==> src/rtl/tlaik_pkg.sv <==
// Shared types and constants of the two-link arm inverse kinematics core.
// Used by the front stage, the job queue, the square root and CORDIC units.
package tlaik_pkg;

   localparam int LEN_WIDTH       = 14;
   localparam int CSR_INDEX_WIDTH = 2;
   localparam int SQ_WIDTH        = 30;
   localparam int PROD_WIDTH      = 60;
   localparam int ROOT_WIDTH      = 30;
   localparam int REM_WIDTH       = 32;
   localparam int VEC_WIDTH       = 34;
   localparam int CORDIC_WIDTH    = 44;
   localparam int NORM_BITS       = 40;
   localparam int CORDIC_STEPS    = 32;
   localparam int NORM_STAGES     = 6;

   localparam logic [CSR_INDEX_WIDTH-1:0] CSR_UPPER_ARM = 2'd0;
   localparam logic [CSR_INDEX_WIDTH-1:0] CSR_FOREARM   = 2'd1;

   localparam logic [LEN_WIDTH-1:0] UPPER_ARM_RESET = 14'd2688;
   localparam logic [LEN_WIDTH-1:0] FOREARM_RESET   = 14'd3296;

   localparam logic [31:0] HALF_TURN    = 32'h8000_0000;
   localparam logic [31:0] QUARTER_TURN = 32'h4000_0000;
   localparam logic [31:0] ZERO_TURN    = 32'h0000_0000;

   localparam logic [31:0] ATAN_TABLE [CORDIC_STEPS] = '{
      32'h20000000, 32'h12E4051E, 32'h09FB385B, 32'h051111D4, 32'h028B0D43,
      32'h0145D7E1, 32'h00A2F61E, 32'h00517C55, 32'h0028BE53, 32'h00145F2F,
      32'h000A2F98, 32'h000517CC, 32'h00028BE6, 32'h000145F3, 32'h0000A2FA,
      32'h0000517D, 32'h000028BE, 32'h0000145F, 32'h00000A30, 32'h00000518,
      32'h0000028C, 32'h00000146, 32'h000000A3, 32'h00000051, 32'h00000029,
      32'h00000014, 32'h0000000A, 32'h00000005, 32'h00000003, 32'h00000001,
      32'h00000001, 32'h00000000
   };

   typedef struct packed {
      logic                  reach;
      logic [SQ_WIDTH-1:0]   a;
      logic [SQ_WIDTH-1:0]   b;
      logic [30:0]           r2;
      logic signed [31:0]    l1x;
      logic signed [31:0]    l1y;
      logic [27:0]           l1sq;
      logic [27:0]           l2sq;
   } job_type;

endpackage

==> src/rtl/tlaik_front.sv <==
// Front stage: squares and products of the target and link lengths, reach check.
// Depends on tlaik_pkg for job_type and the length width.
module tlaik_front #(
   parameter int COORD_WIDTH = 16
) (
   input  logic                                clock,
   input  logic                                reset,
   input  logic                                accept,
   input  logic signed [COORD_WIDTH-1:0]       target_x,
   input  logic signed [COORD_WIDTH-1:0]       target_y,
   input  logic [tlaik_pkg::LEN_WIDTH-1:0]     upper_len,
   input  logic [tlaik_pkg::LEN_WIDTH-1:0]     fore_len,
   output logic                                job_valid,
   output tlaik_pkg::job_type                  job
);
   import tlaik_pkg::*;

   localparam int CW = COORD_WIDTH;
   localparam int RW = (2 * CW > 31) ? 2 * CW : 31;

   logic [CW-1:0]        ax, ay;
   logic [LEN_WIDTH-1:0] dm;
   logic [LEN_WIDTH:0]   sp;
   logic signed [16:0]   xt, yt;
   logic signed [14:0]   l1s;

   logic                 v1_ff;
   logic [2*CW-1:0]      xsq_ff, ysq_ff;
   logic [27:0]          dmsq_ff, l1sq_ff, l2sq_ff;
   logic [29:0]          spsq_ff;
   logic signed [31:0]   l1x_ff, l1y_ff;

   logic [RW-1:0]        r2;
   job_type              job_in;
   job_type              job_ff;
   logic                 job_valid_ff;

   assign ax  = target_x[CW-1] ? unsigned'(-target_x) : unsigned'(target_x);
   assign ay  = target_y[CW-1] ? unsigned'(-target_y) : unsigned'(target_y);
   assign dm  = (upper_len >= fore_len) ? upper_len - fore_len : fore_len - upper_len;
   assign sp  = {1'b0, upper_len} + {1'b0, fore_len};
   assign xt  = 17'(target_x);
   assign yt  = 17'(target_y);
   assign l1s = signed'({1'b0, upper_len});

   always_ff @(posedge clock) begin
      if (reset) begin
         v1_ff <= 1'b0;
      end else begin
         v1_ff <= accept;
      end
      xsq_ff  <= ax * ax;
      ysq_ff  <= ay * ay;
      dmsq_ff <= dm * dm;
      spsq_ff <= sp * sp;
      l1sq_ff <= upper_len * upper_len;
      l2sq_ff <= fore_len * fore_len;
      l1x_ff  <= xt * l1s;
      l1y_ff  <= yt * l1s;
   end

   always_comb begin
      r2           = RW'(xsq_ff) + RW'(ysq_ff);
      job_in.reach = (r2 >= RW'(dmsq_ff)) && (r2 <= RW'(spsq_ff));
      job_in.a     = SQ_WIDTH'(r2 - RW'(dmsq_ff));
      job_in.b     = SQ_WIDTH'(RW'(spsq_ff) - r2);
      job_in.r2    = 31'(r2);
      job_in.l1x   = l1x_ff;
      job_in.l1y   = l1y_ff;
      job_in.l1sq  = l1sq_ff;
      job_in.l2sq  = l2sq_ff;
   end

   always_ff @(posedge clock) begin
      if (reset) begin
         job_valid_ff <= 1'b0;
      end else begin
         job_valid_ff <= v1_ff;
      end
      job_ff <= job_in;
   end

   assign job_valid = job_valid_ff;
   assign job       = job_ff;

endmodule

==> config.mk <==
export PLATFORM = sky130hd
export DESIGN_NAME = tlaik_front
export DESIGN_NICKNAME = d
export VERILOG_FILES = /design/src/rtl/tlaik_pkg.sv /design/src/rtl/tlaik_front.sv
export SDC_FILE = /design/constraint.sdc
export NUM_CORES = 2
export LEC_CHECK = 0
export BUFFER_PORTS_ARGS = -buffer_cell sky130_fd_sc_hd__buf_2
export CAP_MARGIN = 15
export CELL_PAD_IN_SITES_DETAIL_PLACEMENT = 0
export CELL_PAD_IN_SITES_GLOBAL_PLACEMENT = 1
export CORE_UTILIZATION = 40
export CTS_CLUSTER_SIZE = 30
export DETAILED_ROUTE_END_ITERATION = 6
export PLACE_DENSITY = 0.64
export SLEW_MARGIN = 20
export SYNTH_ARGS = -nofsm -noshare
export SYNTH_HDL_FRONTEND = slang
export SYNTH_SLANG_ARGS = --single-unit
==> constraint.sdc <==
create_clock -name clock -period 13.2 [get_ports clock]
set_clock_uncertainty 0.2 [all_clocks]
set_input_delay 2.64 -clock clock [delete_from_list [all_inputs] [get_ports clock]]
set_output_delay 2.64 -clock clock [all_outputs]
set_load 0.01 [all_outputs]
Yosys cells after proc, flatten, opt, wreduce, memory -nomap -nowiden
Index checks and enable logic that the tools add are counted.

Register bits: 452. Input port bits: 63. Output and inout port bits: 213.

Add/sub/neg operators: 8. Multiply operators: 8. Order comparisons: 3. Multiplexer cells: 3. Reduce and logical (&&, ||, !) cells: 1.

Operator list (count): $mul A14 B14 Y28 (3); $mul A16 B16 Y32 (2); $mul A16 B15 Y31 (2); $add A32 B32 Y32 (1); $ge A32 B28 Y1 (1); $le A32 B30 Y1 (1); $mux W16 (2); $neg A16 Y16 (2); $mul A15 B15 Y30 (1); $sub A30 B28 Y30 (1); $sub A30 B30 Y30 (1); $sub A14 B14 Y14 (2); $add A14 B14 Y15 (1); $ge A14 B14 Y1 (1); $mux W14 (1); $logic_and A1 B1 Y1 (1).

Longest topological paths before layout
Depth after elaboration: 3. Gate-level depth with buffers: 41. Gate-level depth less buffers: 37.

Least setup slack after synthesis
OpenSTA, ideal clock, no wires.

Path type: in2reg. Start point: input port upper_len[3] (netlist bit). End point: register spsq_ff[28]. Library setup time: 72 ps. Arrival time: 10810 ps. Setup slack: 2117 ps. Stages on the path: 34. Cell sequence: clkbuf_1 inv_1 buf_1 ha_1 clkbuf_1 o21bai_1 a21oi_1 o21ai_0 a21oi_1 o2111ai_1 a31oi_1 xor2_1 clkinv_1 and2_1 fa_1 inv_1 fa_1 inv_1 fa_1 fa_1 fa_1 inv_1 fa_1 inv_1 ha_1 a21o_1 a21o_1 a31o_2 a21o_1 a21boi_0 o21bai_1 a211o_1 a21oi_1 xnor2_1.

Word-level cells in the longest chain between the ends: 2.

RTL lines: start: declaration (line tlaik_front.sv:11) `input logic [tlaik_pkg::LEN_WIDTH-1:0] upper_len,`; $add A14 B14 Y15 (line tlaik_front.sv:41) `assign sp = {1'b0, upper_len} + {1'b0, fore_len};`; $mul A15 B15 Y30 (line tlaik_front.sv:55) `spsq_ff <= sp * sp;`; end signal: assignment (line tlaik_front.sv:55); end: declaration (line tlaik_front.sv:30) `logic [29:0] spsq_ff;`.

Every way passes these cells. A chain may end at the register's enable or synchronous reset.

Worst setup path after layout
Start point: input port upper_len[5] (netlist bit). End point: register dmsq_ff[26].

Word-level cells in the longest chain between the ends: 3. Elaborated cells on any way between the ends: 5. Classes of those cells: add/sub: 2; mul: 1; order compare: 1; mux: 1.

RTL lines: $sub A14 B14 Y14 or $ge A14 B14 Y1 (tied branches) (line tlaik_front.sv:40) `assign dm = (upper_len >= fore_len) ? upper_len - fore_len : fore_len - upper_len;`; $mux W14 * (line tlaik_front.sv:40); $mul A14 B14 Y28 * (line tlaik_front.sv:54) `dmsq_ff <= dm * dm;`; end signal: assignment (line tlaik_front.sv:54); end: declaration (line tlaik_front.sv:29) `logic [27:0] dmsq_ff, l1sq_ff, l2sq_ff;`.

Mark *: on every way between the ends. The rest lies on a longest branch, timed or not.

==> run summary <==
Die area = 173000 um2
Final period utilization = 84.7%
Arrival time at the worst endpoint = 11590 ps
DRT Pass-1 Iters = 6
Vias in the first global route = 52355
Row count = 151
Root Driver = clkbuf_16
Fmax = 89.5 MHz
Seq cells post-synth = 442
CP Max Fanout = 21
Area of the multi-input gates = 52300 um2
Via count = 48560
Storage element area = 8850 um2
DIE WIDTH = 416 um
Max-slew headroom = 30.9%
Synth unique cells = 104
Clk slew on worst S/H paths = 60 ps
# clock sinks = 442
Setup TNS = 0 ps
Wirelength per Cell = 18.8 um
First-pass GRT wire length = 297000 um
Cell mode on critical path = fa_1
DP Area = 72500 um2
Final ANT Viol Nets = 0
DRT iter0 DRCs = 2540
Post-Syn Instances = 7384
Fraction of layout cells with a size suffix above 1 = 6.88%
Drt drc = 0
Maximum root-to-sink buffer count = 3
Fin cells = 9898
H-tree depth = 2
Outcome = complete, no violations
Filler Cell Count = 16801
Final setup viols = 0
CP required = 13610 ps
Sequential fraction of the synthesis area = 12.9%
Min-delay worst type = flip-flop to flip-flop
Avg Synthesized Cell Area = 9.27 um2
Commonest non-fill, non-tap cells in the layout = inv_1 (1753), fa_1 (1254), ha_1 (848)
Fin. Hold Viols = 0
Number of synthesized flops with an enable pin = 0
Crit start category = input pin
Placed insts = 9789
Worst-skew pair later-pin latency = 680 ps
Post-CTS Setup Inserts = 0
Initial Util = 40.4%
Min Tclk post-route = 11180 ps
Layout area overhead = 8.72%
Post-cts resize count = 0
Hold-fix buffers at CTS = 0
CTS tree = done
Cell Area, Synth = 68500 um2
Routed WL = 186000 um
Initial antenna violation count = 22
Largest net degree at the start of global routing = 48
Layout Nets = 9791
Synth warn = 0
Delay of the slowest critical-path stage = 710 ps
Most common cell after layout, fill and taps aside = inv_1
Most used flip-flop cell after synthesis = dfxtp_1
Total GRT Usage = 22.1%
Critical Path End Type = flip-flop
Total gr overflow = 0
Max Slew Vio Count = 0
Slowest cell on crit path = ha_1
Core area = 170000 um2
Critical path class = input pin to flip-flop
CTS buffer count = 53
Number of I/O pins = 276
RSZ-0062 raised after global routing = false
Final HPWL DP = 158000 um
Least-Margin Pin Slew = 1030 ps
Async SR Flop Fraction = 0%
PortBufs = 273
Placer Congestion = 0.911
Fin area = 74500 um2
Max-cap violations = 0
Die H = 416 um
Vias per cell = 4.91
-- state kept, by name (all words and copies together) (netlist names) --
| signal | cells |
|---|---|
| job_valid | 1 |
| dmsq_ff | 26 |
| spsq_ff | 29 |
| v1_ff | 1 |
| l1y_ff | 31 |
| l1x_ff | 31 |
| l1sq_ff | 27 |
| ysq_ff | 31 |
| xsq_ff | 31 |
| l2sq_ff | 27 |
| job | 207 |
-- cell families (layout without fill, tap and decap cells) --
logic type	Yosys count	in the layout	share of synthesized area, %
other cells	2	38	0.0110
mux	18	18	0.296
simple gates	1688	1688	11.3
flops	442	442	12.9
fa+ha+maj	2102	2102	52.2
xor+xnor	377	377	4.87
buf+inv	1971	2231	10.9
compound gates	784	784	7.56
-- per-stage QoR --
stage | hold slack [ps] | setup slack, ps | utilization [%]
2_1_floorplan | 110 | 2120 | -
3_3_place_gp | 110 | 1470 | 42.8
3_5_place_dp | 112 | 1330 | 42.8
4_1_cts | 120 | 2080 | 43.9
5_1_grt | 123 | 1550 | 43.9
6_report | 115 | 2020 | 43.9
-- synth_stat cells (all sizes together) (47+ instances only) --
| master | count | share of area [%] |
|---|---|---|
| inv | 1766 | 9.7 |
| fa | 1254 | 37 |
| ha | 848 | 15 |
| nand2 | 566 | 3.1 |
| nor2 | 542 | 3.0 |
| dfxtp | 442 | 13 |
| xnor2 | 261 | 3.4 |
| a21oi | 249 | 1.8 |
| and2 | 237 | 2.2 |
| clkbuf | 150 | 0.82 |
| o21ai | 137 | 1.0 |
| a21o | 130 | 1.4 |
| xor2 | 116 | 1.5 |
| nor3 | 76 | 0.59 |
| nor2b | 54 | 0.49 |
| o21bai | 47 | 0.52 |
-- per-layer routing --
layer	global-route usage, %	wire length [um]	vias to the layer above
li1	-	-	22975
met1	28.8	82000	24536
met2	39.1	93100	851
met3	2.34	7000	188
met4	5.01	4280	10
met5	0	63	-
-- critical path, delay by kind of cell --
kind | cells | cell delay, ps
compound gates | 10 | 2430
mux | 1 | 360
simple gates | 3 | 760
fa+ha+maj | 8 | 3780
xor+xnor | 2 | 500
buf+inv | 5 | 1090
-- layout make-up --
class	instances	area share, %
Clock inverter	34	0.570
Clock buffer	64	1.96
Timing Repair Buffer	345	2.56
Antenna cell	11	0.0370
Sequential cell	442	11.9
Multi-Input combinational cell	4996	70.2
Tap cell	2218	3.73
Inverter	1788	9.01
-- path summary, 6_finish.rpt --
| check | start | endpoint | slack [ps] | cells after the start |
|---|---|---|---|---|
| worst min register to register | l1y_ff[6]$_DFF_P_ | job[62]$_DFF_P_ | 110 | 0 |
| worst max register to register | ysq_ff[3]$_DFF_P_ | job[210]$_DFF_P_ | 7060 | 20 |
| worst max-delay path | upper_len[5] | dmsq_ff[26]$_DFF_P_ | 2020 | 29 |
| worst min-delay path | l1y_ff[6]$_DFF_P_ | job[62]$_DFF_P_ | 110 | 0 |
Power is not shown: default switching activity piles up to over one toggle a cycle in this logic, so the estimate is an artifact.
