$ cat config.mk
export PLATFORM = sky130hd
export DESIGN_NAME = tlaik_queue
export DESIGN_NICKNAME = d
export VERILOG_FILES = /design/src/rtl/tlaik_pkg.sv /design/src/rtl/tlaik_queue.sv
export SDC_FILE = /design/constraint.sdc
export NUM_CORES = 1
export LEC_CHECK = 0
export BUFFER_PORTS_ARGS = -buffer_cell sky130_fd_sc_hd__buf_2
export CORE_ASPECT_RATIO = 0.8
export CORE_MARGIN = 5
export CORE_UTILIZATION = 29
export CTS_CLUSTER_SIZE = 10
export DETAILED_ROUTE_END_ITERATION = 10
export GPL_TIMING_DRIVEN = 0
export MAX_ROUTING_LAYER = met4
export PLACE_DENSITY = 0.48
export SLEW_MARGIN = 30
export SYNTH_ARGS = -nofsm -noshare
export SYNTH_HDL_FRONTEND = slang
export SYNTH_SLANG_ARGS = --single-unit
$ cat constraint.sdc
create_clock -name clock -period 6.9 [get_ports clock]
set_input_delay 0.69 -clock clock [delete_from_list [all_inputs] [get_ports clock]]
set_output_delay 0.69 -clock clock [all_outputs]
set_load 0.05 [all_outputs]
$ cat src/rtl/tlaik_pkg.sv
// Shared types and constants of the two-link arm inverse kinematics core.
// Used by the front stage, the job queue, the square root and CORDIC units.
package tlaik_pkg;

   localparam int LEN_WIDTH       = 14;
   localparam int CSR_INDEX_WIDTH = 2;
   localparam int SQ_WIDTH        = 30;
   localparam int PROD_WIDTH      = 60;
   localparam int ROOT_WIDTH      = 30;
   localparam int REM_WIDTH       = 32;
   localparam int VEC_WIDTH       = 34;
   localparam int CORDIC_WIDTH    = 44;
   localparam int NORM_BITS       = 40;
   localparam int CORDIC_STEPS    = 32;
   localparam int NORM_STAGES     = 6;

   localparam logic [CSR_INDEX_WIDTH-1:0] CSR_UPPER_ARM = 2'd0;
   localparam logic [CSR_INDEX_WIDTH-1:0] CSR_FOREARM   = 2'd1;

   localparam logic [LEN_WIDTH-1:0] UPPER_ARM_RESET = 14'd2688;
   localparam logic [LEN_WIDTH-1:0] FOREARM_RESET   = 14'd3296;

   localparam logic [31:0] HALF_TURN    = 32'h8000_0000;
   localparam logic [31:0] QUARTER_TURN = 32'h4000_0000;
   localparam logic [31:0] ZERO_TURN    = 32'h0000_0000;

   localparam logic [31:0] ATAN_TABLE [CORDIC_STEPS] = '{
      32'h20000000, 32'h12E4051E, 32'h09FB385B, 32'h051111D4, 32'h028B0D43,
      32'h0145D7E1, 32'h00A2F61E, 32'h00517C55, 32'h0028BE53, 32'h00145F2F,
      32'h000A2F98, 32'h000517CC, 32'h00028BE6, 32'h000145F3, 32'h0000A2FA,
      32'h0000517D, 32'h000028BE, 32'h0000145F, 32'h00000A30, 32'h00000518,
      32'h0000028C, 32'h00000146, 32'h000000A3, 32'h00000051, 32'h00000029,
      32'h00000014, 32'h0000000A, 32'h00000005, 32'h00000003, 32'h00000001,
      32'h00000001, 32'h00000000
   };

   typedef struct packed {
      logic                  reach;
      logic [SQ_WIDTH-1:0]   a;
      logic [SQ_WIDTH-1:0]   b;
      logic [30:0]           r2;
      logic signed [31:0]    l1x;
      logic signed [31:0]    l1y;
      logic [27:0]           l1sq;
      logic [27:0]           l2sq;
   } job_type;

endpackage

$ cat src/rtl/tlaik_queue.sv
// Two-entry job queue between the front stage and the back pipeline.
// Depends on tlaik_pkg for job_type.
module tlaik_queue (
   input  logic                clock,
   input  logic                reset,
   input  logic                push,
   input  tlaik_pkg::job_type  push_job,
   input  logic                pop,
   output tlaik_pkg::job_type  head,
   output logic                not_empty,
   output logic                full
);
   import tlaik_pkg::*;

   job_type    mem_ff [2];
   logic       wr_ptr_ff, rd_ptr_ff;
   logic [1:0] count_ff;
   logic       do_push, do_pop;

   assign not_empty = (count_ff != 2'd0);
   assign full      = (count_ff == 2'd2);
   assign do_push   = push && !full;
   assign do_pop    = pop && not_empty;
   assign head      = mem_ff[rd_ptr_ff];

   always_ff @(posedge clock) begin
      if (reset) begin
         wr_ptr_ff <= 1'b0;
         rd_ptr_ff <= 1'b0;
         count_ff  <= 2'd0;
      end else begin
         if (do_push) begin
            wr_ptr_ff <= !wr_ptr_ff;
         end
         if (do_pop) begin
            rd_ptr_ff <= !rd_ptr_ff;
         end
         count_ff <= count_ff + 2'(do_push) - 2'(do_pop);
      end
      if (do_push) begin
         mem_ff[wr_ptr_ff] <= push_job;
      end
   end

endmodule

# Word level (Yosys, flattened, before mapping)
# Memories as Yosys holds them, arrays and structs flattened. A register that Yosys moved wholly into a read port is not among the register bits.
# Cells that the tools add are included.
[op_classes] addsub=2 mux=4 eq_ne=1 reduce_logical=6
[op_table] operator="1-bit two-way mux" n=4
[op_table] operator="1-bit zero test" n=3
[op_table] operator="2-bit by 1-bit adder with 2-bit output" n=1
[op_table] operator="2-bit equality test, second input constant" n=1
[op_table] operator="1-bit logical AND" n=2
[op_table] operator="2-bit nonzero test" n=1
[op_table] operator="2-bit by 1-bit subtractor with 2-bit output" n=1
[word_totals] word_cells=17 ff_bits=4 n_memories=1 mem_bits_rw=424 input_bits=216
[memory_table] memory="mem_ff" words=2 word_bits=212 read_ports=1 rd_ports_with_merged_regs=1 write_ports=1 line="tlaik_queue.sv:15" text="job_type mem_ff [2];"

# Depth between registers and ports, before layout
# Gate-level depths: netlist of the first run.
[logic_depth] word_depth=5 ltp_mapped=8 ltp_nobuf=8

# Worst setup path after synthesis of the first run
# Ideal clock, no wire load.
[synth_path] kind="input to register" from="input push" to="memory mem_ff[1][0] (netlist bit), enable pin" t_arrival_ns=5.580 setup_slack_ns=0.720 n_path_buf=0 required_ns=6.300 cell_stages=1 cell_sequence="and3_1"
[synth_between] elab_chain_cells=3
[synth_lines] item="start, declared" line="tlaik_queue.sv:6" text="input logic push,"
[synth_lines] item="1-bit logical AND" line="tlaik_queue.sv:22" text="assign do_push = push && !full;"
[synth_lines] item="1-bit two-way mux" line="tlaik_queue.sv:40" text="if (do_push) begin"
[synth_lines] item="1-bit two-way mux (not written as such)" line="tlaik_queue.sv:41" text="mem_ff[wr_ptr_ff] <= push_job;"
[synth_lines] item="end, declared" line="tlaik_queue.sv:15"
# Every way passes these cells.

==> results of run 1 <==
[area by class of cell]
class                           count  area (sq um)
Tap cell                          750           938
Clock buffer                       62          1360
Sequential cell                   429         12800
Fill cell                        5236         34500
Multi-Input combinational cell    229          3190
Inverter                            4          22.5
Antenna cell                       11          27.5
Timing Repair Buffer              436          2340
Clock inverter                      4          43.8
Buffer                             24           348
[logic make-up after synthesis]
logic type	Yosys count	synth area share
compound gates	3	0.00107
xor+xnor	3	0.00160
fa+ha+maj	2	0.00153
buf+inv	28	0.0222
flops	429	0.784
mux	212	0.187
simple gates	9	0.00298
[power groups by stage]
stage,Combinational [mW],Clock (mW),Sequential [mW]
finish,3.14,2.33,3.30
global route,3.31,2.54,3.32
CTS,3.22,2.43,3.30
detailed placement,3.21,0,3.35
global placement,3.17,0,3.48
floorplan,2.48,0,3.41
[worst max-delay path, cell delays in order (launching register included)]
cell and delay [ps]:
dfxtp_1 320, buf_6 130, buf_6 210, buf_6 210, mux2_4 330, buf_2 220
[routing by layer]
layer | track usage | routed length, um | vias to the layer above
met4 | 0.0301 | 643 | 0
met5 | - | 0 | -
met1 | 0.133 | 14400 | 3898
met2 | 0.197 | 18200 | 285
met3 | 0.0593 | 4050 | 50
li1 | - | - | 3721
[state kept, by name, indices dropped and copies added, names as in the netlist, named ones only]
name       flops
count_ff       2
mem_ff       424
rd_ptr_ff      1
wr_ptr_ff      1
[worst max path at each step]
stage                     cells after the start  slack, ps                        to  start
final                                         5       4210                 head[167]   flop
after global routing                          5       4080                 head[146]   flop
after floorplan                               1        720    mem_ff[1][0]$_DFFE_PP_   push
after global placement                        2      -2940  mem_ff[1][100]$_DFFE_PP_   push
after CTS                                     5       4090                 head[146]   flop
after detailed placement                      6       4110  mem_ff[1][100]$_DFFE_PP_   push
[Yosys cell counts (all sizes together)]
master / number
edfxtp: 424
or3: 1
buf: 24
o21a: 1
nor2: 3
nand2: 1
o21ai: 1
xor2: 1
mux2: 212
a21oi: 1
ha: 2
inv: 4
or2: 1
nand2b: 1
xnor2: 2
nor2b: 1
and3: 1
dfxtp: 5
[stage by stage]
| stage | cells | total power, mW | utilization | setup slack, ps | instance area [sq um] |
|---|---|---|---|---|---|
| finish | 1949 | 8.77 | 0.380 | 4210 | 21100 |
| global route | 1949 | 9.17 | 0.380 | 4080 | 21100 |
| CTS | 1938 | 8.95 | 0.379 | 4090 | 21100 |
| detailed placement | 1872 | 6.56 | 0.354 | 4110 | 19700 |
| global placement | 1865 | 6.64 | 0.350 | -2940 | 19500 |
| floorplan | 686 | 5.89 | - | 720 | 16400 |
==> impl_metrics.toml, run 1 <==
[pwr]
seq_power_share = 0.376
p_leak_nw = 8.12
power_switching_share = 0.356
p_comb_frac = 0.358
power.density_nw_per_um2 = 416
net_switching_power_figure_mw = 3.12
cell_internal_pwr_mw = 5.65
max_vdd_drop_mv = 0.227
clock_power_share = 0.266

[cells_and_area]
post_route_cells_drive_above_1_share = 0.616
final_nets = 1392
layout_commonest_cell = "buf_2"
synthToLayoutAreaGrowth_pct = 28.8
final_cell_mix = "buf_2, edfxtp_1, mux2_4, clkbuf_16, mux2_2"

[hold_path]
hold_path_startpoint = "push_job[169]"
min_path_cells = 1
hold_path.class = "primary input to flop"
worstHoldEndpoint = "mem_ff[1][169]$_DFFE_PP_"

[worst_setup_path]
critical_path_arrival_ps = 2000
critical_path.startpoint_type = "flop"
worstReg2RegEnd = "mem_ff[1][100]$_DFFE_PP_"
timing.rr.start = "count_ff[0]$_SDFF_PP0_"
setup.worst_path.class = "flop to output port"
timing.critical_path.to_type = "output port"
ff2ff_setup_slack_ps = 4460
timing.critical_path.required_ps = 6210
worst-path-max-fanout = 10
reg2reg_depth = 6

[routing]
post_drt_wl_per_cell_um = 19.1
detail_route.first_pass.iterations = 4
route.detailed.vias_per_inst = 4.08
detail_route.iter0.violations = 340
wl_um = 37300
routed-via-count = 7954
ant_nets = 0
post-route-drc-count = 0

[logic_synthesis]
yosysUniqueCellTypes = 21
synth_largest_type_area_fraction = 0.778
yosys_warnings = 0
postSynthCellCount = 686
synth_area_sq_um = 16400
synth.largest_area_cell = "edfxtp_1"
ys_top_cells_by_area = "edfxtp_1, mux2_4, mux2_2"
synth_register_bits = 429
postSynthAreaPerCell_sq_um = 23.9
synth_sequential_area_ratio = 0.784
syn_nets = 904

[sta]
timing.setup.tns_ps = 0
hold_ws_ps = 316
timing.final.max_slew_violations = 0
finalHoldViolations = 0
min_period_over_period = 0.390
max_freq_ghz = 0.371
timing_worst_slew_pin_value_ps = 541
grt_setup_unrepaired = "false"
layout_min_cycle_time_ps = 2690
relSlewSlack = 0.639
fin_skew_ps = 16.0
setup_viol_count_final = 0

[floorplanning]
placeableCoreArea_sq_um = 55600
die_extent_in_x_um = 276
initial_core_util = 0.295
top_level_ports = 430
die_h_um = 223
fp.dieArea_sq_um = 61300
num_rows = 77

[clock_network]
max-clock-path-buffers = 3
worst_skew_pair.late_latency_ps = 560
holdBufCountCts = 0
clock_transition_at_the_registers_of_the_reported_paths_ps = 50
numClockSinks = 429
cts.repair_timing.setup_buffer_count = 0
clock_tree_from_tritoncts = "built"
cts_resized = 0
root_buffer = "clkbuf_16"
clock_h_tree_levels = 2
cts_buffers = 50

[place]
routabilityCongestion = 0.726
dp.final_hpwl_um = 26500
io_buffers = 429

[global_route]
grt.overflow.total = 0
antenna_found_initial = 13
grt_pass1_wl_um = 54400
largest_net_degree_at_the_start_of_global_routing = 80
globalRouteTotalUtil = 0.121
first_global_vias = 8698

[run_status]
run_status = "completed"

[flow_run]
drv.max_cap_violation_count = 0
No activity file was read; power rests on OpenSTA's default activity.
==> inputs of run 2 (changes only) <==
Settings changed: PLACE_DENSITY 0.48 to 0.5.
Clock period 6.9 ns to 2.2 ns, I/O delays scaled along.
==> impl_metrics.toml, run 2 (synthesis gave the netlist of run 1 again) <==
[run_status]
run_status = "completed"

[clock_network]
clock_tree_from_tritoncts = "built"
numClockSinks = 429
clock_h_tree_levels = 2
root_buffer = "clkbuf_16"
clock_transition_at_the_registers_of_the_reported_paths_ps = 50
worst_skew_pair.late_latency_ps = 570
cts_buffers = 49
max-clock-path-buffers = 3

[flow_run]
drv.max_cap_violation_count = 0

[pwr]
net_switching_power_figure_mw = 10.2
p_comb_frac = 0.399
power.density_nw_per_um2 = 1200
power_switching_share = 0.349
cell_internal_pwr_mw = 18.9
max_vdd_drop_mv = 0.708
clock_power_share = 0.245
p_leak_nw = 9.39
fin_total_pwr_mw = 29.1
seq_power_share = 0.356

[worst_setup_path]
reg2reg_depth = 8
critical_path_arrival_ps = 2380
crit_slowest_cell = "or3_4"
ff2ff_setup_slack_ps = 90
critical_path.startpoint_type = "flop"
setup.worst_path.class = "flop to flop"
timing.critical_path.required_ps = 2460
timing.rr.start = "count_ff[0]$_SDFF_PP0_"
timing.critical_path.to_type = "flop"
max_stage_delay_ps = 390
worstReg2RegEnd = "mem_ff[0][33]$_DFFE_PP_"
timing.critical_path.cells = "nand2b_4 -> clkinvlp_4 -> or3_4 -> clkinvlp_4 -> buf_4 -> buf_12 -> buf_16 -> buf_16"
worst-path-max-fanout = 24

[cells_and_area]
fin_cells = 2178
largest_register_ffs = 424
final_nets = 1626
layout_commonest_cell = "edfxtp_1"
largest_registers = "mem_ff x424, count_ff x2"
synthToLayoutAreaGrowth_pct = 48.1
post_route_cells_drive_above_1_share = 0.531
final_cell_mix = "edfxtp_1, buf_2, dlygate4sd3_1, mux2_4, buf_4"
registers.top_by_ff_count = "mem_ff"

[sta]
min_period_over_period = 0.961
fin_skew_ps = 21.0
layout_min_cycle_time_ps = 2110
timing_worst_slew_pin_value_ps = 299
max_freq_ghz = 0.473
grt_setup_unrepaired = "true"
setup_viol_count_final = 0
timing.final.max_slew_violations = 0
finalHoldViolations = 0
relSlewSlack = 0.801

[hold_path]
worstHoldEndpoint = "wr_ptr_ff$_SDFFE_PP0N_"
hold_path.class = "primary input to flop"
hold_path_startpoint = "push"
min_path_cells = 4

[global_route]
grt.overflow.total = 0
grt_pass1_wl_um = 58500
globalRouteTotalUtil = 0.127
largest_net_degree_at_the_start_of_global_routing = 42
first_global_vias = 9928
antenna_found_initial = 5

[routing]
wl_um = 39700
detail_route.iter0.violations = 374
routed-via-count = 8991
post-route-drc-count = 0
route.detailed.vias_per_inst = 4.13
ant_nets = 0
detail_route.first_pass.iterations = 4
post_drt_wl_per_cell_um = 18.2

[floorplanning]
initial_core_util = 0.295
fp.dieArea_sq_um = 61300
num_rows = 77
die_h_um = 223
die_extent_in_x_um = 276
top_level_ports = 430
placeableCoreArea_sq_um = 55600

[place]
dp.final_hpwl_um = 26700
routabilityCongestion = 0.717
io_buffers = 429
placed_cells_incl_taps = 1882
==> run 2: changes by cell type in the layout (fill, tap and decap cells not counted), moves of 5 or more <==
cell           delta
buf_4           +133
buf_12           +14
diode_2           -7
clkbuf_16         +5
dlygate4sd3_1   +213
buf_6            +21
buf_2           -162
==> run 2: how the worst max path moves through the flow <==
stage / slack, ps / endpoint / start / depth (start not counted)
final: 90 / mem_ff[0][33]$_DFFE_PP_ / count_ff[0]$_SDFF_PP0_ / 8
after global routing: -10 / head[154] / flop / 5
after floorplan: -2180 / mem_ff[0][0]$_DFFE_PP_ / count_ff[0]$_SDFF_PP0_ / 4
after detailed placement: -350 / mem_ff[0][110]$_DFFE_PP_ / count_ff[0]$_SDFF_PP0_ / 9
after CTS: -40 / head[39] / flop / 5
after global placement: -4510 / mem_ff[0][135]$_DFFE_PP_ / count_ff[0]$_SDFF_PP0_ / 4
==> run 2: metal layers <==
layer / part of all wire / routed length, um / track usage
met4: 0.020 / 796 / 0.0327
met3: 0.087 / 3470 / 0.0481
met2: 0.50 / 19900 / 0.212
met5: 0 / 0 / -
met1: 0.39 / 15600 / 0.145
==> run 2: repair_timing <==
item,in CTS,in global routing
resized for setup,126,156
buffers inserted,5,0
gates cloned,3,7
hold endpoints to repair,429,0
setup endpoints to repair,150,233
hold buffers,213,0
==> run 2: critical path, delay by kind of cell (launching register included) <==
kind / cells / cell delay (ps)
DFF: 1 / 350
buffers and inverters: 6 / 900
and+or+nand+nor: 2 / 540
==> run 2: power by group through the flow <==
| stage | Sequential [mW] | Clock (mW) | Combinational, mW |
|---|---|---|---|
| after CTS | 10.4 | 7.40 | 11.3 |
| after global placement | 10.7 | 0 | 9.90 |
| after floorplan | 10.6 | 0 | 7.79 |
| after global routing | 10.4 | 7.78 | 12.1 |
| final | 10.4 | 7.10 | 11.6 |
| after detailed placement | 10.5 | 0 | 10.3 |
==> run 2: stage by stage <==
step	cell area [sq um]	utilization	setup slack (ps)	hold WS, ps	setup TNS (ps)
finish	24200	0.436	86.0	82.6	0
floorplan	16400	-	-2180	284	-741570
global placement	19500	0.350	-4510	407	-1615310
global route	24200	0.436	-10.9	73.3	-143
detailed placement	19900	0.358	-346	411	-11880
CTS	23800	0.429	-41.5	33.5	-388
==> run 2: final cells by class <==
type,count,area [sq um]
Fill cell,4902,31300
Clock buffer,63,1320
Multi-Input combinational cell,229,3200
Antenna cell,4,10.0
Tap cell,750,938
Clock inverter,4,21.3
Timing Repair Buffer,671,5440
Sequential cell,429,12800
Buffer,24,458
Inverter,4,22.5
==> inputs of run 3 (changes only) <==
Settings changed: PLACE_DENSITY 0.5 to 0.48.
Clock period 2.2 ns to 2.42 ns, I/O delays scaled along.
==> impl_metrics.toml, run 3 (synthesis gave the netlist of run 1 again) <==
[worst_setup_path]
timing.critical_path.to_type = "flop"
crit_slowest_cell = "or3_4"
timing.critical_path.required_ps = 2670
worst-path-max-fanout = 23
setup.worst_path.class = "flop to flop"
timing.critical_path.cells = "nand2b_4 -> clkinvlp_4 -> or3_4 -> clkinvlp_4 -> buf_6 -> buf_12 -> buf_12 -> buf_16"
max_stage_delay_ps = 380
critical_path.startpoint_type = "flop"
critical_path_arrival_ps = 2540
reg2reg_depth = 8

[flow_run]
drv.max_cap_violation_count = 0

[place]
placed_area_sq_um = 19800
dp.final_hpwl_um = 26400
placed_cells_incl_taps = 1880
io_buffers = 429
routabilityCongestion = 0.717

[sta]
finalHoldViolations = 0
relSlewSlack = 0.621
setup_viol_count_final = 0
timing.final.max_slew_violations = 0
grt_setup_unrepaired = "false"
hold_ws_ps = 99.9
layout_min_cycle_time_ps = 2290
fin_skew_ps = 13.6
max_freq_ghz = 0.437
timing_worst_slew_pin_value_ps = 568
min_period_over_period = 0.946

[hold_path]
hold_path.class = "primary input to flop"
min_path_cells = 4

[clock_network]
cts_buffers = 50
worst_skew_pair.late_latency_ps = 560
clock_transition_at_the_registers_of_the_reported_paths_ps = 60
numClockSinks = 429
root_buffer = "clkbuf_16"
clock_h_tree_levels = 2
clock_tree_from_tritoncts = "built"
max-clock-path-buffers = 3

[cells_and_area]
post_route_cells_drive_above_1_share = 0.528
registers.top_by_ff_count = "mem_ff"
layout_commonest_cell = "buf_2"
largest_registers = "mem_ff x424, count_ff x2"
finalCoreUtilization = 0.421
synthToLayoutAreaGrowth_pct = 43.0
final_cell_mix = "buf_2, edfxtp_1, dlygate4sd3_1, mux2_4, clkbuf_16"
layout.filler_cells = 5037
layout.cell_area.non_filler_sq_um = 23400
largest_register_ffs = 424
final_nets = 1614
fin_cells = 2169

[pwr]
fin_total_pwr_mw = 25.6
p_leak_nw = 9.08
power.density_nw_per_um2 = 1090
max_vdd_drop_mv = 0.664

[routing]
routed-via-count = 8875
ant_nets = 0
route.detailed.vias_per_inst = 4.09
post_drt_wl_per_cell_um = 17.7
detail_route.iter0.violations = 359
detail_route.first_pass.iterations = 4
wl_um = 38400
post-route-drc-count = 0

[run_status]
run_status = "completed"

[floorplanning]
placeableCoreArea_sq_um = 55600
num_rows = 77
initial_core_util = 0.295
top_level_ports = 430
fp.dieArea_sq_um = 61300
die_extent_in_x_um = 276
die_h_um = 223

[global_route]
largest_net_degree_at_the_start_of_global_routing = 47
grt_pass1_wl_um = 57000
antenna_found_initial = 7
globalRouteTotalUtil = 0.124
first_global_vias = 9831
grt.overflow.total = 0
run 3: cell types whose count changed in the layout (fill, tap and decap cells not counted), moves of 2 or more:
cell       before  now
clkbuf_16      58   52
buf_2         270  432
bufbuf_16       3    0
diode_2         4    7
buf_4         133    0
clkbuf_4        3    0
clkbuf_1       12   10
buf_12         25   21
buf_6          31   11
buf_16         10    4
bufinv_16       0    3
run 3: final cells by class:
cell class	instances	area, sq um	area share
multi-input combinational	229	3200	0.136
timing repair buffer	658	4630	0.198
antenna	7	17.5	0.000748
tap	750	938	0.0401
inverter	4	22.5	0.000962
buffer	24	348	0.0149
clock buffer	62	1330	0.0567
clock inverter	6	108	0.00459
sequential	429	12800	0.548
run 3: path summary, 6_finish.rpt:
kind / startpoint / endpoint / slack (ps)
max: count_ff[0]$_SDFF_PP0_ / mem_ff[0][200]$_DFFE_PP_ / 130
min: push / wr_ptr_ff$_SDFFE_PP0N_ / 100
max reg2reg: count_ff[0]$_SDFF_PP0_ / mem_ff[0][200]$_DFFE_PP_ / 130
min reg2reg: wr_ptr_ff$_SDFFE_PP0N_ / wr_ptr_ff$_SDFFE_PP0N_ / 500
run 3: power breakdown:
group	total [mW]	internal, mW	switching, mW	leakage, nW
Combinational	9.41	3.26	6.14	4.37
Clock	6.83	4.11	2.72	0.700
Sequential	9.40	9.21	0.189	4.00
Total	25.6	16.6	9.05	9.08
run 3: layer usage:
layer	part of all wire	track usage
met1	0.40	0.142
met4	0.026	0.0382
met5	0	-
met2	0.49	0.205
met3	0.085	0.0445
run 3: what timing repair did:
| item | CTS | global route |
|---|---|---|
| endpoints found under the setup margin | 49 | 48 |
| hold buffers | 213 | 0 |
| gates resized for setup | 0 | 2 |
| gates cloned | 0 | 1 |
| pin swaps | 0 | 1 |
| buffers inserted | 1 | 0 |
| endpoints found under the hold margin | 429 | 0 |
run 3: worst max-delay path: cells and delay by family (launching register included):
kind / cells / cell delay (ps)
buffers and inverters: 6 / 1050
DFF: 1 / 350
and+or+nand+nor: 2 / 530
run 3: metrics by stage:
stage,setup WS [ps],setup TNS (ps)
after floorplan,-1960,-648290
after global placement,-4300,-1524110
after detailed placement,-394,-13280
after CTS,24.7,0
after global routing,0.786,0
final,131,0
